**config.mk**
```make
export PLATFORM = sky130hd
export DESIGN_NAME = constant_cache_line_reservation
export DESIGN_NICKNAME = d
export VERILOG_FILES = /design/src/rtl/core/ccl_pkg.sv /design/src/rtl/core/constant_cache_line_reservation.sv /design/src/rtl/core/ccl_cell.sv
export SDC_FILE = /design/constraint.sdc
export NUM_CORES = 1
export LEC_CHECK = 0
export ABC_AREA = 1
export ABC_CLOCK_PERIOD_IN_PS = 5500
export BUFFER_PORTS_ARGS = -buffer_cell sky130_fd_sc_hd__buf_2
export CAP_MARGIN = 0
export CORE_MARGIN = 2
export CORE_UTILIZATION = 30
export DETAILED_ROUTE_END_ITERATION = 7
export GPL_ROUTABILITY_DRIVEN = 0
export GPL_TIMING_DRIVEN = 0
export SYNTH_ARGS = -nofsm -noshare
export SYNTH_HDL_FRONTEND = slang
export SYNTH_HIERARCHICAL = 1
export SYNTH_SLANG_ARGS = --single-unit
```
**constraint.sdc**
```tcl
create_clock -name clk -period 5.5 [get_ports clk]
set_input_delay 1.65 -clock clk [delete_from_list [all_inputs] [get_ports clk]]
set_output_delay 1.65 -clock clk [all_outputs]
set_load 0.01 [all_outputs]
```
**src/rtl/core/ccl_pkg.sv**
```systemverilog
// Shared types and constants for the constant-cache line reservation block.
// No dependencies; imported by ccl_cell and constant_cache_line_reservation.

package ccl_pkg;

  localparam int MAX_SETS   = 4;
  localparam int SET_CNT_W  = $clog2(MAX_SETS + 1);
  localparam int BANK_W     = 4;
  localparam int IDX_W      = 12;
  localparam int LINE_SHIFT = 4;
  // line can grow by two per set walked past, so one bit above the index line
  localparam int LINE_W     = 9;
  localparam int IMODE_W    = 2;
  localparam int ACT_W      = 3;

  localparam logic [ACT_W-1:0] ACTIVE_SETS_RESET = 3'd4;

  localparam logic CMD_RESERVE = 1'b0;
  localparam logic CMD_CLEAR   = 1'b1;

  localparam logic [IMODE_W-1:0] IMODE_NONE = 2'd0;
  localparam logic [IMODE_W-1:0] IMODE_IR0  = 2'd1;
  localparam logic [IMODE_W-1:0] IMODE_IR1  = 2'd2;

  typedef enum logic [1:0] {
    MODE_FREE,
    MODE_ONE,
    MODE_TWO
  } lock_mode_t;

  typedef struct packed {
    lock_mode_t         mode;
    logic [BANK_W-1:0]  bank;
    logic [LINE_W-1:0]  line;
    logic [IMODE_W-1:0] imode;
  } lock_set_t;

  typedef struct packed {
    logic               valid;
    logic [BANK_W-1:0]  bank;
    logic [LINE_W-1:0]  line;
    logic [IMODE_W-1:0] imode;
  } token_t;

  typedef struct packed {
    logic commit;
    logic revert;
    logic clear;
  } cell_ctl_t;

  typedef struct packed {
    logic done;
    logic ok;
    logic insert;
  } cell_stat_t;

  typedef struct packed {
    logic               cmd;
    logic [BANK_W-1:0]  bank;
    logic [IDX_W-1:0]   const_index;
    logic [IMODE_W-1:0] idx_mode;
    logic               last_in_group;
  } ccl_req_t;

  typedef struct packed {
    logic ok;
    logic alloc_failed;
    logic committed;
  } ccl_rsp_t;

endpackage

```
**src/rtl/core/constant_cache_line_reservation.sv**
```systemverilog
// Top level of the constant-cache line reservation block: controller and row of lock-set cells.
// Depends on ccl_pkg and ccl_cell.

// Keeps up to MAX_SETS constant-cache lock sets sorted by bank, then line, one set per
// cell in a row of ccl_cell instances. A reserve word launches a request token into the
// first cell; each cycle the token moves one cell along, and the cell holding it either
// takes the request (fills a free set, widens a set to two lines, or inserts, with the
// later cells each loading their left neighbour), refuses it, or passes the token on.
// Every cell keeps a working and a committed copy; the last word of a group commits the
// working copies if the group succeeded, a failure reverts them at once and the rest of
// the group is answered with ok low. A clear word empties both copies. One word is in
// work at a time: a reserve walks from launch until a cell settles it, the token stepping
// one cell per cycle; clear words, words of an already failed group and reserves with
// active_sets at zero skip the walk. active_sets above MAX_SETS acts as MAX_SETS. The
// response sits in an output register, so a stalled response does not hold back the
// walk of the next word, only its completion. active_sets is written through
// cfg_wr_en/cfg_wr_data; the user must do so only while the block is idle, and the
// block itself does not enforce it.

module constant_cache_line_reservation (
  input  logic                      clk,
  input  logic                      rst,
  input  logic                      cfg_wr_en,
  input  logic [ccl_pkg::ACT_W-1:0] cfg_wr_data,
  input  logic                      in_valid,
  output logic                      in_stall,
  input  ccl_pkg::ccl_req_t         in_data,
  output logic                      out_valid,
  input  logic                      out_stall,
  output ccl_pkg::ccl_rsp_t         out_data
);
  import ccl_pkg::*;

  typedef enum logic [1:0] {
    ST_IDLE,
    ST_LAUNCH,
    ST_WALK,
    ST_FINISH
  } state_t;

  state_t                state;
  logic [ACT_W-1:0]      active_sets;
  logic [SET_CNT_W-1:0]  n_eff;
  ccl_req_t              req;
  ccl_req_t              in_norm;
  logic                  skip;       // group had already failed when the word came in
  logic                  walk_ok;
  logic                  group_failed;
  logic                  failed_flag;

  lock_set_t             work_set [MAX_SETS];
  token_t                tok      [MAX_SETS+1];
  cell_stat_t            stat     [MAX_SETS];
  logic [MAX_SETS-1:0]   cell_active;
  logic [MAX_SETS-1:0]   cell_last;
  logic [MAX_SETS-1:0]   shift_in;
  logic [MAX_SETS-1:0]   done_vec;
  logic [MAX_SETS-1:0]   tok_live;
  logic                  tail_full;
  logic                  any_done;
  logic                  any_ok;
  cell_ctl_t             ctl;
  logic                  in_take;
  logic                  finish_go;
  logic                  start_skip;

  // active_sets saturates at the row length
  always_comb begin
    if (int'(active_sets) > MAX_SETS) begin
      n_eff = SET_CNT_W'(MAX_SETS);
    end else begin
      n_eff = SET_CNT_W'(active_sets);
    end
  end

  // index mode three behaves as index register 1
  always_comb begin
    in_norm = in_data;
    if (in_data.idx_mode[1]) begin
      in_norm.idx_mode = IMODE_IR1;
    end
  end

  assign in_stall   = (state != ST_IDLE);
  assign in_take    = in_valid && !in_stall;
  assign finish_go  = (state == ST_FINISH) && (!out_valid || !out_stall);
  assign start_skip = (in_data.cmd == CMD_CLEAR) || group_failed || (n_eff == '0);

  // token into the first cell in the launch cycle
  always_comb begin
    tok[0].valid = (state == ST_LAUNCH);
    tok[0].bank  = req.bank;
    tok[0].line  = LINE_W'(req.const_index[IDX_W-1:LINE_SHIFT]);
    tok[0].imode = req.idx_mode;
  end

  // row-wide combine: tail occupancy, insert shift, completion
  always_comb begin
    tail_full = 1'b0;
    any_done  = 1'b0;
    any_ok    = 1'b0;
    shift_in  = '0;
    for (int k = 0; k < MAX_SETS; k++) begin
      done_vec[k] = stat[k].done;
      tok_live[k] = tok[k+1].valid;
      if (cell_last[k] && work_set[k].mode != MODE_FREE) begin
        tail_full = 1'b1;
      end
      if (stat[k].done) begin
        any_done = 1'b1;
        any_ok   = any_ok | stat[k].ok;
      end
      if (k > 0) begin
        shift_in[k] = shift_in[k-1] | stat[k-1].insert;
      end
    end
  end

  always_comb begin
    ctl        = '0;
    ctl.clear  = finish_go && (req.cmd == CMD_CLEAR);
    ctl.commit = finish_go && (req.cmd == CMD_RESERVE) && !skip && walk_ok &&
                 req.last_in_group;
    ctl.revert = finish_go && (req.cmd == CMD_RESERVE) && !skip && !walk_ok;
  end

  for (genvar k = 0; k < MAX_SETS; k++) begin : g_cell
    lock_set_t left;
    assign cell_active[k] = int'(n_eff) > k;
    assign cell_last[k]   = int'(n_eff) == (k + 1);
    if (k == 0) begin : g_first
      assign left = '{mode: MODE_FREE, bank: '0, line: '0, imode: IMODE_NONE};
    end else begin : g_rest
      assign left = work_set[k-1];
    end
    ccl_cell u_cell (
      .clk       (clk),
      .rst       (rst),
      .ctl       (ctl),
      .active    (cell_active[k]),
      .last      (cell_last[k]),
      .tail_full (tail_full),
      .shift_in  (shift_in[k]),
      .left      (left),
      .tok_in    (tok[k]),
      .tok_out   (tok[k+1]),
      .stat      (stat[k]),
      .set_out   (work_set[k])
    );
  end

  always_ff @(posedge clk) begin
    if (rst) begin
      state        <= ST_IDLE;
      active_sets  <= ACTIVE_SETS_RESET;
      group_failed <= 1'b0;
      failed_flag  <= 1'b0;
      out_valid    <= 1'b0;
    end else begin
      if (cfg_wr_en) begin
        active_sets <= cfg_wr_data;
      end
      // a new response in the same cycle keeps the register full
      if (out_valid && !out_stall && !finish_go) begin
        out_valid <= 1'b0;
      end
      unique case (state)
        ST_IDLE: begin
          if (in_take) begin
            req     <= in_norm;
            skip    <= group_failed && (in_data.cmd == CMD_RESERVE);
            walk_ok <= 1'b0;
            state   <= start_skip ? ST_FINISH : ST_LAUNCH;
          end
        end
        ST_LAUNCH, ST_WALK: begin
          if (any_done) begin
            walk_ok <= any_ok;
            state   <= ST_FINISH;
          end else begin
            state <= ST_WALK;
          end
        end
        ST_FINISH: begin
          if (finish_go) begin
            out_valid <= 1'b1;
            state     <= ST_IDLE;
            if (req.cmd == CMD_CLEAR) begin
              out_data     <= '{ok: 1'b1, alloc_failed: failed_flag, committed: 1'b0};
              group_failed <= 1'b0;
            end else if (skip) begin
              out_data <= '{ok: 1'b0, alloc_failed: failed_flag, committed: 1'b0};
              if (req.last_in_group) begin
                group_failed <= 1'b0;
              end
            end else if (walk_ok) begin
              out_data <= '{ok: 1'b1,
                            alloc_failed: failed_flag && !req.last_in_group,
                            committed: req.last_in_group};
              if (req.last_in_group) begin
                failed_flag <= 1'b0;
              end
            end else begin
              out_data     <= '{ok: 1'b0, alloc_failed: 1'b1, committed: 1'b0};
              failed_flag  <= 1'b1;
              group_failed <= !req.last_in_group;
            end
          end
        end
        default: state <= ST_IDLE;
      endcase
    end
  end

  // the last active cell always settles the walk, so no token runs off the row
  a_tok_contained: assert property (@(posedge clk) disable iff (rst)
    !tok[MAX_SETS].valid)
    else $error("request token left the cell row");

  // only the cell holding the token may settle the request
  a_single_done: assert property (@(posedge clk) disable iff (rst)
    $onehot0(done_vec))
    else $error("more than one cell settled a request");

  // while walking, the token is somewhere in the row
  a_tok_alive: assert property (@(posedge clk) disable iff (rst)
    (state == ST_WALK) |-> (tok_live != '0))
    else $error("request token lost during walk");

  // a commit only follows a fully successful group
  a_commit_clean: assert property (@(posedge clk) disable iff (rst)
    (out_valid && out_data.committed) |-> (out_data.ok && !out_data.alloc_failed))
    else $error("commit reported with failure");

  // the tables are touched by only one row-wide command at a time
  a_ctl_excl: assert property (@(posedge clk) disable iff (rst)
    $onehot0({ctl.commit, ctl.revert, ctl.clear}) && !(any_done && finish_go))
    else $error("conflicting row commands");

endmodule

```
**src/rtl/core/ccl_cell.sv**
```systemverilog
// One lock-set cell: working and committed copy of a set, plus the request token stage.
// Depends on ccl_pkg.

module ccl_cell (
  input  logic              clk,
  input  logic              rst,
  input  ccl_pkg::cell_ctl_t ctl,
  input  logic              active,
  input  logic              last,
  input  logic              tail_full,
  input  logic              shift_in,
  input  ccl_pkg::lock_set_t left,
  input  ccl_pkg::token_t   tok_in,
  output ccl_pkg::token_t   tok_out,
  output ccl_pkg::cell_stat_t stat,
  output ccl_pkg::lock_set_t set_out
);
  import ccl_pkg::*;

  lock_set_t work;
  lock_set_t comm;
  lock_set_t wr_set;
  logic      wr_en;
  logic      pass;
  token_t    tok_next;
  token_t    tok_q;
  logic [LINE_W:0] s_line;
  logic [LINE_W:0] t_line;

  assign s_line = {1'b0, work.line};
  assign t_line = {1'b0, tok_in.line};

  always_comb begin
    stat     = '0;
    wr_en    = 1'b0;
    wr_set   = work;
    pass     = 1'b0;
    tok_next = tok_in;
    if (tok_in.valid && active) begin
      if (work.mode == MODE_FREE) begin
        wr_en  = 1'b1;
        wr_set = '{mode: MODE_ONE, bank: tok_in.bank, line: tok_in.line, imode: tok_in.imode};
        stat.done = 1'b1;
        stat.ok   = 1'b1;
      end else if (work.bank < tok_in.bank) begin
        pass = 1'b1;
      end else if (work.bank == tok_in.bank && work.imode != IMODE_NONE &&
                   work.imode != tok_in.imode) begin
        stat.done = 1'b1;
      end else if (work.bank > tok_in.bank || s_line > t_line + 1'b1) begin
        stat.done = 1'b1;
        if (!tail_full) begin
          wr_en  = 1'b1;
          wr_set = '{mode: MODE_ONE, bank: tok_in.bank, line: tok_in.line,
                     imode: tok_in.imode};
          stat.ok     = 1'b1;
          stat.insert = 1'b1;
        end
      end else if (s_line == t_line + 1'b1) begin
        // request sits just below this set: extend downwards
        wr_en       = 1'b1;
        wr_set.line = work.line - 1'b1;
        if (work.mode == MODE_TWO) begin
          pass          = 1'b1;
          tok_next.line = LINE_W'(t_line + 2'd2);
        end else begin
          wr_set.mode = MODE_TWO;
          stat.done   = 1'b1;
          stat.ok     = 1'b1;
        end
      end else if (t_line == s_line + 1'b1) begin
        wr_en       = 1'b1;
        wr_set.mode = MODE_TWO;
        stat.done   = 1'b1;
        stat.ok     = 1'b1;
      end else if (t_line == s_line) begin
        stat.done = 1'b1;
        stat.ok   = 1'b1;
      end else begin
        pass = 1'b1;
      end
      if (pass && last) begin
        stat.done = 1'b1;
      end
    end
    tok_next.valid = pass && !last;
  end

  always_ff @(posedge clk) begin
    if (rst) begin
      work.mode   <= MODE_FREE;
      comm.mode   <= MODE_FREE;
      tok_q.valid <= 1'b0;
    end else begin
      tok_q <= tok_next;
      if (ctl.clear) begin
        work.mode <= MODE_FREE;
        comm.mode <= MODE_FREE;
      end else if (ctl.revert) begin
        work <= comm;
      end else if (ctl.commit) begin
        comm <= work;
      end else if (shift_in && active) begin
        work <= left;
      end else if (wr_en) begin
        work <= wr_set;
      end
    end
  end

  assign tok_out = tok_q;
  assign set_out = work;

endmodule
```
# Yosys cells after proc, flatten, opt, wreduce, memory -nomap -nowiden

Index checks and enable logic that the tools add are counted.

Flip-flop bits (word level): 217
Input port bits: 28

$add $sub $neg: 15
Order comparisons: 17
Equal/unequal tests: 58
Mux-type cells: 262
Bitwise operators: 15
Reduce and logical (&&, ||, !) cells: 115

Operators by type and width:

| cell                 | number |
|---|---|
| $mux 17              | 35 |
| $mux 9               | 22 |
| $mux 2               | 74 |
| $mux 1               | 107 |
| $reduce_and 9->1     | 8 |
| $add 9x1->10 const B | 7 |
| $eq 9x10->1          | 7 |
| $mux 8               | 7 |
| $gt 9x10->1          | 4 |
| $logic_and 1x1->1    | 38 |
| $sub 9x1->9 const B  | 4 |
| $mux 3               | 11 |
| $reduce_and 8->1     | 4 |
| $eq 9x9->1           | 3 |
| $ne 4x3->1 const B   | 6 |
| $reduce_bool 2->1    | 12 |
| $reduce_bool 3->1    | 7 |
| $reduce_bool 5->1    | 4 |
| $add 9x2->9 const B  | 2 |
| $ne 6x4->1 const B   | 3 |
| $reduce_bool 6->1    | 3 |
| $eq 4x4->1           | 4 |
| $gt 4x4->1           | 4 |
| $lt 4x4->1           | 4 |
| other kinds (36)     | 102 |

# Depth between registers and ports, before layout

Gate-level depths: netlist of the first run.

Depth after elaboration: 29
Gate-level depth with buffers: 31
Depth with buffers taken out: 30

# Modules after synthesis

Netlist of the first run, hierarchy kept.

Modules (own cells, without submodules):

| module                          | times used | cells an instance | area each (µm²) | sequential area each (µm²) |
|---|---|---|---|---|
| ccl_cell (g_cell[0].u_cell ...) | 2          | 441               | 3468.3          | 1451.4 |
| ccl_cell (g_cell[2].u_cell)     | 1          | 449               | 3545.9          | 1451.4 |
| ccl_cell (g_cell[3].u_cell)     | 1          | 439               | 3445.8          | 1451.4 |
| constant_cache_line_reservation | 1          | 140               | 1305.0          | 790.8 |

# Worst setup path after synthesis of the first run

Ideal clock, no wire load.

Path kind: input to register
From: input out_stall
To: register g_cell[3].u_cell.work (netlist bit g_cell[3].u_cell/set_out[10]) (enable)
Library setup time: 0.390 ns
Arrival: 4.037 ns
Setup slack: 1.074 ns
Stages on the path: 12
Buffers on the path: 1
Cells stage by stage: nand2_1 -> nand2_1 -> inv_1 -> nand2_1 -> inv_1 -> buf_2 -> clkinv_1 -> nand2_1 -> o21ai_0 -> a21oi_1 -> nand3_2 -> a211oi_1

RTL lines:

| element                | line                                  | RTL |
|---|---|---|
| start: declaration     | constant_cache_line_reservation.sv:29 | `input logic out_stall,` |
| end signal: assignment | ccl_cell.sv:100                       | `work <= comm;` |
| end signal: assignment | ccl_cell.sv:104                       | `work <= left;` |
| end signal: assignment | ccl_cell.sv:106                       | `work <= wr_set;` |
| end: declaration       | ccl_cell.sv:20                        | `lock_set_t work;` |

# Worst setup path in the final report of the first run

From: register req[8] (netlist name)
To: register g_cell[3].u_cell.work (netlist bit g_cell[3].u_cell/set_out[4]) (enable)

Word-level cells in the longest chain between the ends: 13
Elaborated cells between the ends (all ways): 18
Those cells by class: 1 x add/sub; 1 x order compare; 3 x eq/ne; 5 x mux; 2 x bitwise; 6 x reduce/logical

RTL lines:

| element                                      | line                                   | RTL |
|---|---|---|
| start: declaration                           | constant_cache_line_reservation.sv:44  | `ccl_req_t req;` |
| start signal: assignment                     | constant_cache_line_reservation.sv:170 | `req <= in_norm;` |
| $add 8x1->9 (*)                              | ccl_cell.sv:50                         | `end else if (work.bank > tok_in.bank \|\| s_line > t_line + 1'b1) begin` |
| $gt 9x10->1 (*)                              | ccl_cell.sv:50                         |  |
| $logic_or 1x1->1 (*)                         | ccl_cell.sv:50                         |  |
| $mux 1 (*)                                   | ccl_cell.sv:50                         |  |
| $mux 2 (*)                                   | ccl_cell.sv:47                         | `end else if (work.bank == tok_in.bank && work.imode != IMODE_NONE &&` |
| $mux 3 (*)                                   | ccl_cell.sv:45                         | `end else if (work.bank < tok_in.bank) begin` |
| $mux 1 (*)                                   | ccl_cell.sv:40                         | `if (work.mode == MODE_FREE) begin` |
| $mux 3 (*)                                   | ccl_cell.sv:39                         | `if (tok_in.valid && active) begin` |
| net shift_in[1]                              | constant_cache_line_reservation.sv:56  | `logic [MAX_SETS-1:0] shift_in;` |
| $or 1x1->1 (*)                               | constant_cache_line_reservation.sv:114 | `shift_in[k] = shift_in[k-1] \| stat[k-1].insert;` |
| net shift_in[2]                              | constant_cache_line_reservation.sv:56  |  |
| $or 1x1->1 (*)                               | constant_cache_line_reservation.sv:114 |  |
| net shift_in[3]                              | constant_cache_line_reservation.sv:56  |  |
| $logic_and 1x1->1 (*)                        | ccl_cell.sv:103                        | `end else if (shift_in && active) begin` |
| $ne 5x4->1 (no line) (tied with other cells) | -                                      |  |
| $reduce_and 9->1 (no line) (*)               | -                                      |  |

Mark *: on every way through the listed nets, which the timed path passes. The rest lies on a longest branch.
A chain may end at the register's enable or synchronous reset.

==> results of run 1 <==
[registers in the layout, indices dropped and copies added, names as in the netlist]
signal / cells
g_cell.u_cell/comm: 68
g_cell.u_cell/set_out: 68
g_cell.u_cell/tok_out: 48
req: 16
active_sets: 3
out_data: 3
state: 2
failed_flag: 1
group_failed: 1
out_valid: 1
skip: 1
walk_ok: 1
[metrics by stage]
stage,hold slack (ns),setup WS (ns),cells
floorplan,0.420,1.07,1885
global placement,0.432,-0.345,2528
detailed placement,0.438,-0.211,2531
CTS,0.447,0.00628,2575
global route,0.481,0.0683,2575
finish,0.453,0.382,2575
[where the power goes]
part	total [mW]	internal, mW	switching, mW
Clock	1.74	1.09	0.651
Sequential	2.02	1.89	0.128
Combinational	1.10	0.372	0.733
[what timing repair did]
item / CTS / global route
gates resized for setup: 0 / 2
endpoints found under the setup margin: 0 / 15
hold buffers: 0 / 0
[worst min path at each step]
stage                                                         to  depth (start not counted)                                   start
final                     g_cell[3].u_cell/comm[16]$_SDFFE_PP0P_                          2  g_cell[3].u_cell/comm[16]$_SDFFE_PP0P_
after global routing         g_cell[3].u_cell/comm[11]$_DFFE_PP_                          0  g_cell[3].u_cell/set_out[11]$_DFFE_PP_
after CTS                 g_cell[3].u_cell/comm[16]$_SDFFE_PP0P_                          2  g_cell[3].u_cell/comm[16]$_SDFFE_PP0P_
after detailed placement  g_cell[3].u_cell/comm[16]$_SDFFE_PP0P_                          2  g_cell[3].u_cell/comm[16]$_SDFFE_PP0P_
after global placement    g_cell[3].u_cell/comm[16]$_SDFFE_PP0P_                          2  g_cell[3].u_cell/comm[16]$_SDFFE_PP0P_
after floorplan           g_cell[3].u_cell/comm[16]$_SDFFE_PP0P_                          2  g_cell[3].u_cell/comm[16]$_SDFFE_PP0P_
[worst register-to-register path: cells and delay by family (launching register included)]
family / cells / cell delay, ns
compound gates: 1 / 0.51
simple gates: 17 / 2.27
xor+xnor: 1 / 0.19
buf+inv: 6 / 0.64
flops: 1 / 0.49
fa+ha+maj: 2 / 0.63
[routing by layer]
| layer | global-route usage | share of wire |
|---|---|---|
| met5 | 0 | 0 |
| met4 | 0.0444 | 0.028 |
| met3 | 0.0183 | 0.051 |
| met1 | 0.199 | 0.45 |
| met2 | 0.261 | 0.47 |
[final cells by class]
class	count	area share
flip-flops and latches	213	0.371
clock buffers	32	0.0407
plain buffers	40	0.0126
repair buffers	31	0.0105
clock inverters	12	0.0113
well taps	615	0.0466
multi-input cells	1374	0.449
inverters	258	0.0589
==> results.md, run 1 <==
* Outcome: complete, no violations
* CTS tree: done
* Min-delay worst type: reg -> reg
* Final Critical Period at approximately 5.1 ns
* I/O pin total at 33
* Root buf cell: clkbuf_16
* Area grow syn2layout at 13.2%
* Final Slew Violations at 0
* # DRC at 0
* Setup_tns at 0 ns
* Layout Nets at around 2000
* Sequential Area at 0.00613 mm²
* Worst vdd ir at ~0.23 mV
* Die ar. at slightly above 0.05 mm²
* Die width at between 200 and 250 µm
* CP max stage cell: a211oi_4
* H-tree depth at 1
* FF-to-FF setup slack at about 0.38 ns
* Vias in the first global route at 11900
* Row count at 80
* Crit end category: flip-flop
* Initial antenna violation count at 0
* Post-CTS setup buffers at 0
* Routed vias/inst at between 4 and 5
* Drt total wl at roughly 39 mm
* Final Hold Viols at 0
* Synth warnings at 6
* Stages on the worst setup path at 27
* Final period utilization at 0.931
* Clock slew at reported path FFs at ~0.06 ns
* Reg2reg path depth at 27
* Clk_lat worst skew at 0.53 ns
* Fillers at around 5000
* Most frequent cells in the layout: nand2_1 (488), inv_1 (246), nor2_1 (238)
* Grt total ovfl at 0
* Inserted Diodes at 0
* First-pass GRT wire length at between 60 and 70 mm
* WL/cell at approximately 15 µm
* Share of cells above drive strength 1 at 0.0974
* CTS Sinks at ~210
* RSZ-0062 raised after global routing: no
* Core area at 0.0478 mm²
* Power per cell area at 294 mW/mm²
* CP delay by family, top: simple AND/OR/NAND/NOR gates
* Clock tree buffer depth at 3
* DR vias at 12300
* Slowest cell delay on critical path at between 0.5 and 0.6 ns
* Drt first pass iters at 5
* Port Buf Inserts at 28
* Post-DP Area at approximately 0.016 mm²
* Final Cell Area at 0.0165 mm²
* Worst-path fanout max at 9
* Largest net degree at the start of global routing at 22
* CP Class: reg -> reg
* Crit path buf inv count at 6
* Reg2reg end: g_cell[3].u_cell/set_out[4]$_DFFE_PP_
* CP endpoint: g_cell[3].u_cell/set_out[4]$_DFFE_PP_
* Multi-input logic area at approximately 0.0074 mm²
* Post-DRT Antenna Nets at 0
* Clock Skews at 0.0169 ns
* Critical Path Start: req[8]$_DFFE_PP_
* Initial Util at 0.305
* MaxCap Viol Count at 0
* Synth Area per Inst at about 8 µm²
* Cell area after synthesis at 0.0146 mm²
* Critical Path Source Type: flip-flop
* Critical path data required time at roughly 5.7 ns
* Max frequency at slightly below 200 MHz
* Die height at 225 µm
* Worst-Margin Slew at ~1.4 ns
* Inserted Clock Buffers at 24
* Max-slew headroom at the worst pin at 0.0562
* Post-DP HPWL at 29.5 mm
* CP Data Arrival Time at 5.28 ns
* Final Total Pwr at about 5 mW
* Endpoints failing setup at 0
* Initial DRC Count at slightly above 900
* Final core utilization at 0.345
* Mapped Cells at ~1900
* Launching point of the worst reg2reg path: req[8]$_DFFE_PP_
* Tot GR Track Use at 0.152
* Pleak at approximately 7.2 nW
* Commonest non-fill, non-tap cell in the layout: nand2_1
No activity file was read; power rests on OpenSTA's default activity.
==> inputs of run 2 (changes only) <==
Settings changed: CORE_ASPECT_RATIO set to 0.9, RECOVER_POWER set to 50.
==> results.md, run 2 (synthesis results as in run 1) <==
* Min-delay worst type: reg -> reg
* Die ar. at 0.0504 mm²
* Fillers at just over 5000
* Core area at between 0.04 and 0.05 mm²
* CTS Sinks at around 210
* Hold endpoint: g_cell[3].u_cell/comm[16]$_SDFFE_PP0P_
* Critical Path Source Type: flip-flop
* RSZ-0062 raised after global routing: no
* Initial Util at 0.305
* Initial antenna violation count at 0
* Post-DP Area at 0.0157 mm²
* Grt total ovfl at 0
* Die height at between 200 and 250 µm
* Port Buf Inserts at 28
* Routed vias/inst at between 4 and 5
* Crit end category: flip-flop
* Drt first pass iters at 5
* Layout Nets at 2043
* Row count at 76
* CTS tree: done
* Final Critical Period at 5.01 ns
* Power per cell area at between 200 and 300 mW/mm²
* I/O pin total at 33
* Endpoints failing setup at 0
* Max-slew headroom at the worst pin at 0.182
* Inserted Diodes at 0
* Final Slew Violations at 0
* Initial DRC Count at just under 1000
* Area grow syn2layout at 11.9%
* Hold Buf Count CTS at 0
* Clock tree buffer depth at 3
* Final Hold Viols at 0
* Final Cell Area at roughly 0.016 mm²
* Reg2reg end: g_cell[3].u_cell/set_out[13]$_DFFE_PP_
* H-tree depth at 1
* Inserted Clock Buffers at 23
* Pleak at 7.13 nW
* Tot GR Track Use at 0.152
* CP Class: reg -> reg
* First-pass GRT wire length at a little over 60 mm
* Root buf cell: clkbuf_16
* Worst-path fanout max at 9
* Clock slew at reported path FFs at roughly 0.06 ns
* Worst vdd ir at around 0.28 mV
* # DRC at 0
* Min-Delay Path Depth at 2
* Post-CTS setup buffers at 0
* Largest net degree at the start of global routing at 22
* Reg2reg path depth at 26
* CP Data Arrival Time at between 5 and 6 ns
* FF-to-FF setup slack at 0.49 ns
* Post-DP HPWL at around 30 mm
* DR vias at 12300
* Drt total wl at around 38 mm
* WL/cell at 14.9 µm
* Max frequency at between 150 and 200 MHz
* Launching point of the worst reg2reg path: req[9]$_DFFE_PP_
* Critical path data required time at ~5.7 ns
* Final period utilization at 0.912
* Final hold slack at 0.445 ns
* Post-DRT Antenna Nets at 0
* Final core utilization at 0.341
* Share of cells above drive strength 1 at 0.0837
* Die width at 237 µm
* Vias in the first global route at around 12000
* Clk_lat worst skew at around 0.54 ns
* Most frequent cells in the layout: nand2_1 (489), inv_1 (247), nor2_1 (241)
* Worst-Margin Slew at 1.22 ns
* Clock Skews at around 0.02 ns
* Commonest non-fill, non-tap cell in the layout: nand2_1
* MaxCap Viol Count at 0
* Hold_sp: g_cell[3].u_cell/comm[16]$_SDFFE_PP0P_
* Outcome: complete, no violations
-- run 2: cell type report --
class | count | area [µm²] | share of cell area
Multi-Input combinational cell | 1374 | 7350 | 0.450
Buffer | 40 | 208 | 0.0127
Timing Repair Buffer | 32 | 160 | 0.00981
Clock buffer | 32 | 609 | 0.0373
Sequential cell | 213 | 6130 | 0.375
Tap cell | 624 | 781 | 0.0478
Inverter | 258 | 973 | 0.0596
Clock inverter | 10 | 130 | 0.00797
-- run 2: power by group --
group          leakage (nW)  internal, mW  switching (mW)  total [mW]
logic                  4.83         0.365           0.724        1.09
clock network         0.358         0.916           0.635        1.55
registers              1.94          1.89           0.130        2.02
total                  7.13          3.17            1.49        4.66
-- run 2: per-layer routing --
metal	track usage	share of wire	vias to the layer above
li1	-	-	6194
met4	0.0439	0.026	0
met5	0	0	-
met1	0.207	0.47	5741
met3	0.0212	0.052	68
met2	0.253	0.45	338
-- run 2: worst max path at each step --
stage | start | endpoint | slack [ns]
2_1_floorplan | out_stall | g_cell[3].u_cell/set_out[10]$_DFFE_PP_ | 1.07
3_3_place_gp | out_stall | g_cell[3].u_cell/comm[7]$_DFFE_PP_ | -0.41
3_5_place_dp | out_stall | g_cell[3].u_cell/set_out[0]$_DFFE_PP_ | -0.12
4_1_cts | req[9]$_DFFE_PP_ | g_cell[3].u_cell/set_out[0]$_DFFE_PP_ | 0.21
5_1_grt | g_cell[0].u_cell/tok_out[4]$_DFFE_PN_ | g_cell[3].u_cell/set_out[2]$_DFFE_PP_ | 0.04
6_report | req[9]$_DFFE_PP_ | g_cell[3].u_cell/set_out[13]$_DFFE_PP_ | 0.49
-- run 2: what timing repair did --
| item | 4_1_cts | 5_1_grt |
|---|---|---|
| resized for setup | 0 | 2 |
| setup endpoints to repair | 0 | 15 |
| hold endpoints to repair | 0 | 0 |
-- run 2: worst max-delay path, cell delays in order (launching register included) --
cell,delay [ns]
edfxtp_1,0.48
ha_1,0.22
nand2_1,0.11
nor2_4,0.18
nand3_1,0.10
xor2_1,0.17
ha_1,0.35
nand2_1,0.06
nor2_1,0.14
nand4_1,0.12
nand3_1,0.10
nand2_2,0.09
nand2_4,0.13
inv_4,0.07
nor2_1,0.21
or2_2,0.20
or2_1,0.13
nand2_2,0.15
clkinv_1,0.22
nor2_1,0.08
nand2_1,0.19
inv_1,0.08
nand3_1,0.11
inv_1,0.12
nand2_1,0.10
nand3_2,0.13
nor4_2,0.59
-- run 2: stage by stage --
step	setup slack (ns)	total power, mW	setup TNS (ns)	instances
2_1_floorplan	1.07	2.83	0	1885
3_3_place_gp	-0.409	3.10	-10.01	2537
3_5_place_dp	-0.124	3.14	-0.745	2541
4_1_cts	0.214	4.70	0	2583
5_1_grt	0.0434	4.93	0	2583
6_report	0.486	4.66	0	2583
